**src/hdl/ntmt_pkg.sv**
```systemverilog
// ----------------------------------------------------------------------------
// ntmt_pkg
// Shared constants and types for the neighbour traffic monitor table.
// ----------------------------------------------------------------------------
package ntmt_pkg;

  // table geometry
  localparam int TABLE_DEPTH = 16;
  localparam int COUNT_BITS  = 16;
  localparam int SLOT_W      = (TABLE_DEPTH > 1) ? $clog2(TABLE_DEPTH) : 1;
  localparam int USED_W      = $clog2(TABLE_DEPTH + 1);

  // result field widths
  localparam int OUT_CNT_W = 16;
  localparam int OUT_IDX_W = 4;

  // packet kinds
  localparam logic [2:0] KIND_ROUTE_REQ = 3'd0;
  localparam logic [2:0] KIND_ROUTE_REP = 3'd1;
  localparam logic [2:0] KIND_DATA      = 3'd2;
  localparam logic [2:0] KIND_ACK       = 3'd3;
  localparam logic [2:0] KIND_IGNORED   = 3'd4;

  // counter fields within one table row
  localparam int NUM_CNT = 5;
  localparam logic [2:0] FLD_REQ   = 3'd0;
  localparam logic [2:0] FLD_REP   = 3'd1;
  localparam logic [2:0] FLD_OWN   = 3'd2;
  localparam logic [2:0] FLD_RELAY = 3'd3;
  localparam logic [2:0] FLD_ACK   = 3'd4;
  localparam logic [2:0] FLD_NONE  = 3'd5;

  typedef logic [COUNT_BITS-1:0]             count_t;
  typedef logic [NUM_CNT-1:0][COUNT_BITS-1:0] cnt_row_t;

endpackage

```
**src/hdl/neighbor_traffic_monitor_table.sv**
```systemverilog
// ----------------------------------------------------------------------------
// neighbor_traffic_monitor_table
// Per-neighbour traffic statistics, keyed by the forwarding node's ID.
// ----------------------------------------------------------------------------
// Pulse start with a packet header while busy is low. Join/control/status
// packets give a result on out_valid in the next cycle. Any other packet runs
// a linear search of the key memory, one entry per cycle, then one
// read-modify-write of the counter row through a single shared incrementer.
// The search steps once per entry compared, plus once more when the forwarder
// is missing; a match or a new slot then goes through the update state, while
// a drop on a full table skips the update. For a searched packet, busy is
// high from the transfer until the cycle in which the result appears, so the
// next packet can be taken in that cycle. Each result is presented for exactly
// one cycle on out_valid and cannot be held off, so it must be captured when
// it appears.
// The table starts empty; when all 16 slots are taken a new forwarder is
// reported with out_table_full and dropped.
// ----------------------------------------------------------------------------
module neighbor_traffic_monitor_table
  import ntmt_pkg::*;
(
  input  logic                 clk,
  input  logic                 rst_n,
  // command side
  input  logic                 start,
  output logic                 busy,
  input  logic [2:0]           in_packet_kind,
  input  logic [7:0]           in_forwarder_id,
  input  logic [7:0]           in_origin_id,
  input  logic [7:0]           in_signal_strength,
  input  logic [31:0]          in_now_tick,
  // result side
  output logic                 out_valid,
  output logic                 out_ignored,
  output logic                 out_table_full,
  output logic                 out_new_entry,
  output logic [OUT_IDX_W-1:0] out_entry_index,
  output logic [OUT_CNT_W-1:0] out_route_request_count,
  output logic [OUT_CNT_W-1:0] out_route_reply_count,
  output logic [OUT_CNT_W-1:0] out_own_data_count,
  output logic [OUT_CNT_W-1:0] out_relayed_data_count,
  output logic [OUT_CNT_W-1:0] out_ack_count
);

  // sequencer states
  localparam logic [1:0] S_IDLE   = 2'd0;
  localparam logic [1:0] S_SEARCH = 2'd1;
  localparam logic [1:0] S_UPDATE = 2'd2;

  // storage
  logic [7:0]  key_mem  [TABLE_DEPTH];
  cnt_row_t    cnt_mem  [TABLE_DEPTH];
  logic [39:0] seen_mem [TABLE_DEPTH];

  // control
  logic [1:0]      state_r, state_nxt;
  logic [USED_W-1:0] used_r, used_nxt;
  logic [USED_W-1:0] idx_r, idx_nxt;
  logic [SLOT_W-1:0] slot_r, slot_nxt;
  logic            created_r, created_nxt;
  logic            out_valid_r, out_valid_nxt;

  // latched header
  logic [7:0]  fwd_r;
  logic [7:0]  rss_r;
  logic [31:0] tick_r;
  logic [2:0]  fld_r;

  // registered memory reads
  logic [7:0] key_rd_r;
  cnt_row_t   cnt_rd_r;

  // result registers
  logic                 ignored_r, full_r, new_r;
  logic [OUT_IDX_W-1:0] index_r;
  cnt_row_t             res_row_r;

  logic     accept;
  logic [2:0] fld_in;
  cnt_row_t base_row, upd_row;
  count_t   inc_in, inc_out;
  logic     load_ign, load_full, load_upd;

  assign accept = start && (state_r == S_IDLE);

  // counter field chosen by the packet kind
  always_comb begin
    case (in_packet_kind)
      KIND_ROUTE_REQ: fld_in = FLD_REQ;
      KIND_ROUTE_REP: fld_in = FLD_REP;
      KIND_DATA:      fld_in = (in_origin_id == in_forwarder_id) ? FLD_OWN : FLD_RELAY;
      KIND_ACK:       fld_in = FLD_ACK;
      default:        fld_in = FLD_NONE;
    endcase
  end

  // shared incrementer on the selected row field
  always_comb begin
    base_row = created_r ? '0 : cnt_rd_r;
    upd_row  = base_row;
    inc_in   = '0;
    if (fld_r < FLD_NONE) begin
      inc_in = base_row[fld_r];
      upd_row[fld_r] = inc_out;
    end
  end
  assign inc_out = inc_in + count_t'(1);

  // sequencer
  always_comb begin
    state_nxt     = state_r;
    used_nxt      = used_r;
    idx_nxt       = idx_r;
    slot_nxt      = slot_r;
    created_nxt   = created_r;
    out_valid_nxt = 1'b0;
    load_ign      = 1'b0;
    load_full     = 1'b0;
    load_upd      = 1'b0;
    case (state_r)
      S_IDLE: begin
        if (start) begin
          if (in_packet_kind == KIND_IGNORED) begin
            load_ign      = 1'b1;
            out_valid_nxt = 1'b1;
          end else begin
            idx_nxt   = '0;
            state_nxt = S_SEARCH;
          end
        end
      end
      S_SEARCH: begin
        if (idx_r >= used_r) begin
          // forwarder not in table
          if (used_r == USED_W'(TABLE_DEPTH)) begin
            load_full     = 1'b1;
            out_valid_nxt = 1'b1;
            state_nxt     = S_IDLE;
          end else begin
            slot_nxt    = used_r[SLOT_W-1:0];
            created_nxt = 1'b1;
            state_nxt   = S_UPDATE;
          end
        end else if (key_rd_r == fwd_r) begin
          slot_nxt    = idx_r[SLOT_W-1:0];
          created_nxt = 1'b0;
          state_nxt   = S_UPDATE;
        end else begin
          idx_nxt = idx_r + USED_W'(1);
        end
      end
      S_UPDATE: begin
        load_upd      = 1'b1;
        out_valid_nxt = 1'b1;
        if (created_r) begin
          used_nxt = used_r + USED_W'(1);
        end
        state_nxt = S_IDLE;
      end
      default: begin
        state_nxt = S_IDLE;
      end
    endcase
  end

  // control registers
  always_ff @(posedge clk) begin
    if (!rst_n) begin
      state_r     <= S_IDLE;
      used_r      <= '0;
      out_valid_r <= 1'b0;
    end else begin
      state_r     <= state_nxt;
      used_r      <= used_nxt;
      out_valid_r <= out_valid_nxt;
    end
  end

  // datapath registers
  always_ff @(posedge clk) begin
    idx_r     <= idx_nxt;
    slot_r    <= slot_nxt;
    created_r <= created_nxt;
    if (accept) begin
      fwd_r  <= in_forwarder_id;
      rss_r  <= in_signal_strength;
      tick_r <= in_now_tick;
      fld_r  <= fld_in;
    end
  end

  // key memory: search read, write on creation
  always_ff @(posedge clk) begin
    key_rd_r <= key_mem[idx_nxt[SLOT_W-1:0]];
    if (load_upd && created_r) begin
      key_mem[slot_r] <= fwd_r;
    end
  end

  // counter row memory: read at the matched slot, written back on update
  always_ff @(posedge clk) begin
    cnt_rd_r <= cnt_mem[slot_nxt];
    if (load_upd) begin
      cnt_mem[slot_r] <= upd_row;
    end
  end

  // last-seen time and strength
  always_ff @(posedge clk) begin
    if (load_upd) begin
      seen_mem[slot_r] <= {tick_r, rss_r};
    end
  end

  // result registers
  always_ff @(posedge clk) begin
    if (load_ign || load_full) begin
      ignored_r <= load_ign;
      full_r    <= load_full;
      new_r     <= 1'b0;
      index_r   <= '0;
      res_row_r <= '0;
    end else if (load_upd) begin
      ignored_r <= 1'b0;
      full_r    <= 1'b0;
      new_r     <= created_r;
      index_r   <= OUT_IDX_W'(slot_r);
      res_row_r <= upd_row;
    end
  end

  assign busy                    = (state_r != S_IDLE);
  assign out_valid               = out_valid_r;
  assign out_ignored             = ignored_r;
  assign out_table_full          = full_r;
  assign out_new_entry           = new_r;
  assign out_entry_index         = index_r;
  assign out_route_request_count = OUT_CNT_W'(res_row_r[FLD_REQ]);
  assign out_route_reply_count   = OUT_CNT_W'(res_row_r[FLD_REP]);
  assign out_own_data_count      = OUT_CNT_W'(res_row_r[FLD_OWN]);
  assign out_relayed_data_count  = OUT_CNT_W'(res_row_r[FLD_RELAY]);
  assign out_ack_count           = OUT_CNT_W'(res_row_r[FLD_ACK]);

  // checks
  a_used_bound: assert property (@(posedge clk) disable iff (!rst_n)
    used_r <= USED_W'(TABLE_DEPTH))
    else $error("entry count beyond table depth");

  a_flags_excl: assert property (@(posedge clk) disable iff (!rst_n)
    out_valid_r |-> $onehot0({ignored_r, full_r, new_r}))
    else $error("result flags not exclusive");

  a_full_only_when_full: assert property (@(posedge clk) disable iff (!rst_n)
    (out_valid_r && full_r) |-> (used_r == USED_W'(TABLE_DEPTH)))
    else $error("table full reported with free slots");

  a_ignore_fast: assert property (@(posedge clk) disable iff (!rst_n)
    (accept && in_packet_kind == KIND_IGNORED) |=> (out_valid_r && ignored_r))
    else $error("ignored packet gave no immediate result");

  a_create_grows: assert property (@(posedge clk) disable iff (!rst_n)
    (state_r == S_UPDATE && created_r) |=> (used_r == $past(used_r) + USED_W'(1)))
    else $error("new entry did not advance the entry count");

endmodule
```
**config.mk**
```make
export PLATFORM = sky130hd
export DESIGN_NAME = neighbor_traffic_monitor_table
export DESIGN_NICKNAME = d
export VERILOG_FILES = /design/src/hdl/ntmt_pkg.sv /design/src/hdl/neighbor_traffic_monitor_table.sv
export SDC_FILE = /design/constraint.sdc
export NUM_CORES = 2
export LEC_CHECK = 0
export BUFFER_PORTS_ARGS = -buffer_cell sky130_fd_sc_hd__buf_2
export CAP_MARGIN = 20
export CORE_ASPECT_RATIO = 1.1
export CORE_UTILIZATION = 45
export CTS_BUF_LIST = sky130_fd_sc_hd__clkbuf_16
export DETAILED_ROUTE_END_ITERATION = 16
export PLACE_DENSITY = 0.59
export REMOVE_ABC_BUFFERS = 1
export SLEW_MARGIN = 40
export SYNTH_ARGS = -nofsm -noshare
export SYNTH_HDL_FRONTEND = slang
export SYNTH_SLANG_ARGS = --single-unit
```
**constraint.sdc**
```tcl
create_clock -name clk -period 10.43 [get_ports clk]
set_input_delay 1.043 -clock clk [delete_from_list [all_inputs] [get_ports clk]]
set_output_delay 1.043 -clock clk [all_outputs]
set_load 0.02 [all_outputs]
```
# Yosys cells after proc, flatten, opt, wreduce, memory -nomap -nowiden
# Memory sizes are Yosys's and may differ from the RTL's. A register that Yosys moved wholly into a read port is not among the register bits.
# Cells that the tools add are included.
[totals] ff_bits=116 mem_bits_rw=1408 input_bits=62 out_inout_bits=89 memories=2
[mem_list] name="cnt_mem" words=16 word_bits=80 read_ports=1 rd_ports_with_merged_regs=1 write_ports=1 line="neighbor_traffic_monitor_table.sv:52" source="cnt_row_t cnt_mem [TABLE_DEPTH];"
[mem_list] name="key_mem" words=16 word_bits=8 read_ports=1 rd_ports_with_merged_regs=1 write_ports=1 line="neighbor_traffic_monitor_table.sv:51" source="logic [7:0] key_mem [TABLE_DEPTH];"
[op_classes] addsub=3 n_lt_le_gt_ge=4 n_eq_ne=15 mux=43 reduce_logical=14
[ops] op="$mux 80" count=2
[ops] op="$bwmux 80" count=1
[ops] op="$bmux 16 s3" count=1
[ops] op="$demux 16 s3" count=1
[ops] op="$mux 16" count=3
[ops] op="$mux 5" count=4
[ops] op="$mux 1" count=18
[ops] op="$add 16x1->16 const B" count=1
[ops] op="$eq 8x8->1" count=2
[ops] op="$mux 4" count=4
[ops] op="$pmux 3 s4" count=1
[ops] op="$add 5x1->5 const B" count=2
[ops] op="$mux 2" count=5
[ops] op="$ne 2x2->1 const B" count=5
[ops] op="$pmux 5 s2" count=1
[ops] op="$reduce_bool 2->1" count=4
[ops] op="$eq 3x2->1 const B" count=2
[ops] op="$reduce_and 3->1" count=2
[ops] op="$eq 5x5->1 const B" count=1
[ops] op="$ge 5x5->1" count=1
[ops] op="$reduce_and 5->1" count=1
[ops] op="$lt 3x4->1 const B" count=1
[ops] op="$pmux 2 s2" count=1
[ops] op="$eq 3x1->1 const B" count=1
[ops] op="12 further kinds" count=14

# Longest topological paths before layout
[depth] word_depth=7 mapped_depth=14

# Worst setup path before layout
# No wires, ideal clock.
[synth_path] path_type="reg-to-reg" startpoint="register state_r[1]" endpoint="memory cnt_mem[2][0] (netlist name), enable pin" setup_ps=616 t_arrival_ps=6480 required_time_ps=9814 path_slack_ps=3334 path_stages_with_launch=5 n_path_buf=1 cell_sequence="dfxtp_1 -> nor2b_1 -> clkbuf_1 -> nand3_1 -> nor3_1"
[synth_via] elab_chain_cells=4
[synth_lines] item="start, declared" line="neighbor_traffic_monitor_table.sv:56" source="logic [1:0] state_r, state_nxt;"
[synth_lines] item="start signal, assigned" line="neighbor_traffic_monitor_table.sv:173" source="state_r <= state_nxt;"
[synth_lines] item="$eq 2x2->1" line="neighbor_traffic_monitor_table.sv:120" source="case (state_r)"
[synth_lines] item="$mux 1" line="neighbor_traffic_monitor_table.sv:120"
[synth_lines] item="$mux 1" line="neighbor_traffic_monitor_table.sv:203" source="if (load_upd) begin"
[synth_lines] item="$mux 1"
[synth_lines] item="end, declared" line="neighbor_traffic_monitor_table.sv:52"
# Every way passes these cells.

# Worst setup path in the final report
[layout_path] startpoint="register fwd_r[2]" endpoint="register cnt_rd_r[23] (netlist name) (read register of cnt_mem)"
[layout_via] elab_chain_cells=4
[layout_lines] item="start, declared" line="neighbor_traffic_monitor_table.sv:64" source="logic [7:0] fwd_r;"
[layout_lines] item="start signal, assigned" line="neighbor_traffic_monitor_table.sv:185" source="fwd_r <= in_forwarder_id;"
[layout_lines] item="$eq 8x8->1" line="neighbor_traffic_monitor_table.sv:144" source="end else if (key_rd_r == fwd_r) begin"
[layout_lines] item="$mux 4" line="neighbor_traffic_monitor_table.sv:144"
[layout_lines] item="$mux 4" line="neighbor_traffic_monitor_table.sv:133" source="if (idx_r >= used_r) begin"
[layout_lines] item="$mux 4" line="neighbor_traffic_monitor_table.sv:120"
[layout_lines] item="end, declared" line="neighbor_traffic_monitor_table.sv:71" source="cnt_row_t cnt_rd_r;"
# Every way passes these cells.
# A chain may end at the register's enable or synchronous reset.

==> impl_metrics.env <==
export IMPL_period_needed_ns=5.52
export IMPL_synth_ff_type="edfxtp_1"
export IMPL_grt_max_degree=81
export IMPL_multi_input_area_sq_mm=0.0149
export IMPL_fillers=11100
export IMPL_leakagePower_nw=27.7
export IMPL_p_per_area_mw_per_mm2=207
export IMPL_start_util_pct=45.5
export IMPL_worstPathCellList="xnor2_1, nand4_1, nor2_1, o21ai_1, a22oi_2, buf_12, buf_16, buf_12, buf_16, mux2i_1, o22ai_1, or4_1"
export IMPL_firstDrtPassIters=12
export IMPL_syn_cell_area_sq_mm=0.0620
export IMPL_postSynthCellCount=3781
export IMPL_worstPathArrival_ns=6.17
export IMPL_violations="DRC"
export IMPL_postSynth_asyncResetShare_pct=0
export IMPL_hold_buffers=0
export IMPL_die_area_sq_mm=0.139
export IMPL_areaGrowthSynthToFinish_pct=13.8
export IMPL_slew_viol_final=0
export IMPL_grt_overflow=0
export IMPL_cp_max_fo=78
export IMPL_rows=142
export IMPL_finalHoldViolCount=0
export IMPL_rsz0062_at_grt="no"
export IMPL_cp_slowest_cell="edfxtp_1"
export IMPL_cts_buffers=161
export IMPL_slew_headroom_pct=41.4
export IMPL_setup_worst_path_end_class="flip-flop"
export IMPL_dp_cells=5589
export IMPL_io_pins=151
export IMPL_port_buffers=110
export IMPL_path_class="flip-flop to flip-flop"
export IMPL_drtIter0Drc=3387
export IMPL_cts_tree="yes"
export IMPL_syn_avg_cell_area_sq_um=16.4
export IMPL_core_sq_mm=0.136
export IMPL_synth_area_mux_share_pct=11.1
export IMPL_postCtsSetupBuffers=0
export IMPL_cap_violations=0
export IMPL_nets=4024
export IMPL_synth_compound_area_share_pct=6.69
export IMPL_required_ns=11.09
export IMPL_track_usage_pct=23.4
export IMPL_drc=1
export IMPL_wirelength_mm=164
export IMPL_seq_area_sq_mm=0.0465
export IMPL_tightest_slew_ns=0.879
export IMPL_synth_largest_area_cell="edfxtp_1"
export IMPL_final_core_util_pct=51.8
export IMPL_viasPerCell=5.90
export IMPL_layout_cells_non_filler=5890
export IMPL_netlist_area_leader_share_pct=68.9
export IMPL_wl_per_cell_microns=27.8
export IMPL_dr_total_vias=34800
export IMPL_drive_gt1_share_pct=13.9
export IMPL_cp_slowest_stage_delay_ns=0.82
export IMPL_whs_ns=0.451
export IMPL_ctsResizeCount=0
export IMPL_ys_warn_count=0
export IMPL_outcome="complete, but fails checks"
export IMPL_synthAdderAreaFrac_pct=0.181
export IMPL_yosysSeqAreaShare_pct=75.0
export IMPL_clock_sinks=1612
export IMPL_cp_start_kind="flip-flop"
export IMPL_fp_dieH_microns=391
export IMPL_antenna_left=0
export IMPL_clkTransAtPathRegs_ns=0.06
export IMPL_clock_latency_ns=0.79
export IMPL_synth_top_cells_by_area="edfxtp_1, mux2i_1, dfxtp_1"
export IMPL_max_freq_mhz=181
export IMPL_holdCritPathClass="flip-flop to flip-flop"
export IMPL_gp_congestion=0.818
export IMPL_fin_crit_sh_pct=52.9
export IMPL_ir_drop_mv=0.162
export IMPL_root_buffer="clkbuf_16"
export IMPL_final_cell_area_sq_mm=0.0706
export IMPL_die_w_microns=356
export IMPL_cts_buffer_depth=3
export IMPL_placed_area_sq_mm=0.0656
export IMPL_synthSimpleGateAreaFrac_pct=4.90
export IMPL_htreeDepth=4
export IMPL_synth_edf_count=1423
export IMPL_setup_viol=0
export IMPL_synth_top_family_by_area="multiplexers"
export IMPL_grt_pass1_vias=33600
export IMPL_fin_setup_tns_ns=0
export IMPL_synthDistinctLibCells=77
export IMPL_grt_pass1_wl_mm=235
export IMPL_hpwl_mm=84.2
export IMPL_ys_ff_latch=1612
export IMPL_skew_ns=0.0283
export IMPL_synth_xor_area_share_pct=0.551
export IMPL_antenna_found_initial=2
==> critical path, delay by kind of cell, from the launching register on <==
| family | cells | cell delay [ns] |
|---|---|---|
| DFF | 1 | 0.82 |
| xor gates and xnor gates | 1 | 0.18 |
| AOI/OAI and AO/OA | 3 | 0.61 |
| and+or+nand+nor | 3 | 1.47 |
| buffers and inverters | 4 | 1.77 |
| muxes | 1 | 0.28 |
==> metrics by stage <==
stage,setup WS [ns],power [mW]
2_1_floorplan,-38.52,8.98
3_3_place_gp,4.94,9.25
5_1_grt,4.69,15.1
6_report,4.91,14.6
4_1_cts,4.96,14.7
3_5_place_dp,5.00,9.30
==> cell usage in the layout, fill, tap and decap left out, drive strengths merged, types with 6 or more instances in the layout <==
| master | count |
|---|---|
| bufinv | 7 |
| a41oi | 8 |
| buf | 234 |
| a21bo | 10 |
| xnor2 | 27 |
| edfxtp | 1423 |
| a22oi | 50 |
| xor2 | 9 |
| nand3 | 63 |
| inv | 75 |
| and2 | 7 |
| mux2i | 666 |
| nor4 | 6 |
| a31oi | 16 |
| or3 | 8 |
| nand2b | 6 |
| clkbuf | 166 |
| o21ai | 129 |
| nand2 | 126 |
| nand4 | 7 |
| clkinv | 73 |
| nor3 | 46 |
| mux4 | 7 |
| or4 | 83 |
| and3 | 12 |
| dfxtp | 189 |
| nor2 | 69 |
| a21o | 7 |
| nand3b | 68 |
| a21oi | 45 |
| nor2b | 12 |
| and4 | 9 |
| ha | 9 |
| a211o | 10 |
| o22ai | 352 |
==> layer usage <==
metal	share of wire, %	GRT usage (%)	wire, microns
met1	43	32.9	70900
met2	47	37.5	77300
met3	6.7	3.58	10900
met4	2.7	7.41	4420
met5	0	0	0
==> final cells by class <==
cell class                 instances  share of cell area [%]
clock buffer                     166                    5.88
clock inverter                   133                    1.19
timing repair buffer             234                    2.58
multi-input combinational       1919                    21.2
antenna                            1                 0.00354
inverter                          25                   0.133
sequential                      1612                    65.9
tap                             1800                    3.19
==> power by group <==
part           total, mW  switching (mW)  internal (mW)
clock               5.46            2.40           3.06
sequential          7.72           0.242           7.48
combinational       1.46           0.998          0.464
total               14.6            3.64           11.0
==> cells in the mapped netlist (all sizes together) (8+ instances only) <==
cell and instances:
edfxtp 1423, mux2i 666, o22ai 352, dfxtp 189, clkbuf 161, o21ai 129
nand2 126, or4 83, nor2 69, nand3b 68, buf 64, nand3 63
a22oi 50, nor3 46, a21oi 45, xnor2 27, inv 24, a31oi 16
and3 12, nor2b 12, a211o 10, a21bo 10, and4 9, ha 9
xor2 9, a41oi 8, or3 8
==> logic make-up (layout without fill, tap and decap cells) <==
family,count (synthesis),count (layout)
XOR/XNOR,36,36
other,0,1
flip-flops,1612,1612
buffers and inverters,250,558
AO/OA/AOI/OAI,659,659
adder cells (fa/ha/maj),9,9
AND/OR/NAND/NOR,539,539
multiplexers,676,676
==> sequential cells by signal (all words and copies together) (netlist names), 2 cells and up <==
name and cells:
cnt_mem 1280, key_mem 128, cnt_rd_r 80, out_ack_count 16, out_own_data_count 16, out_relayed_data_count 16
out_route_reply_count 16, out_route_request_count 16, fwd_r 8, key_rd_r 8, idx_r 5, used_r 5
out_entry_index 4, slot_r 4, fld_r 3, state_r 2
==> worst paths after layout <==
kind,end,from,depth (start not counted),slack (ns)
hold reg to reg,out_ack_count[6],out_ack_count[6],2,0.45
setup / recovery,cnt_rd_r[23],fwd_r[2],12,4.91
setup reg to reg,cnt_rd_r[23],fwd_r[2],12,4.91
hold / removal,out_ack_count[6],out_ack_count[6],2,0.45
(Power assumes the default switching activity.)
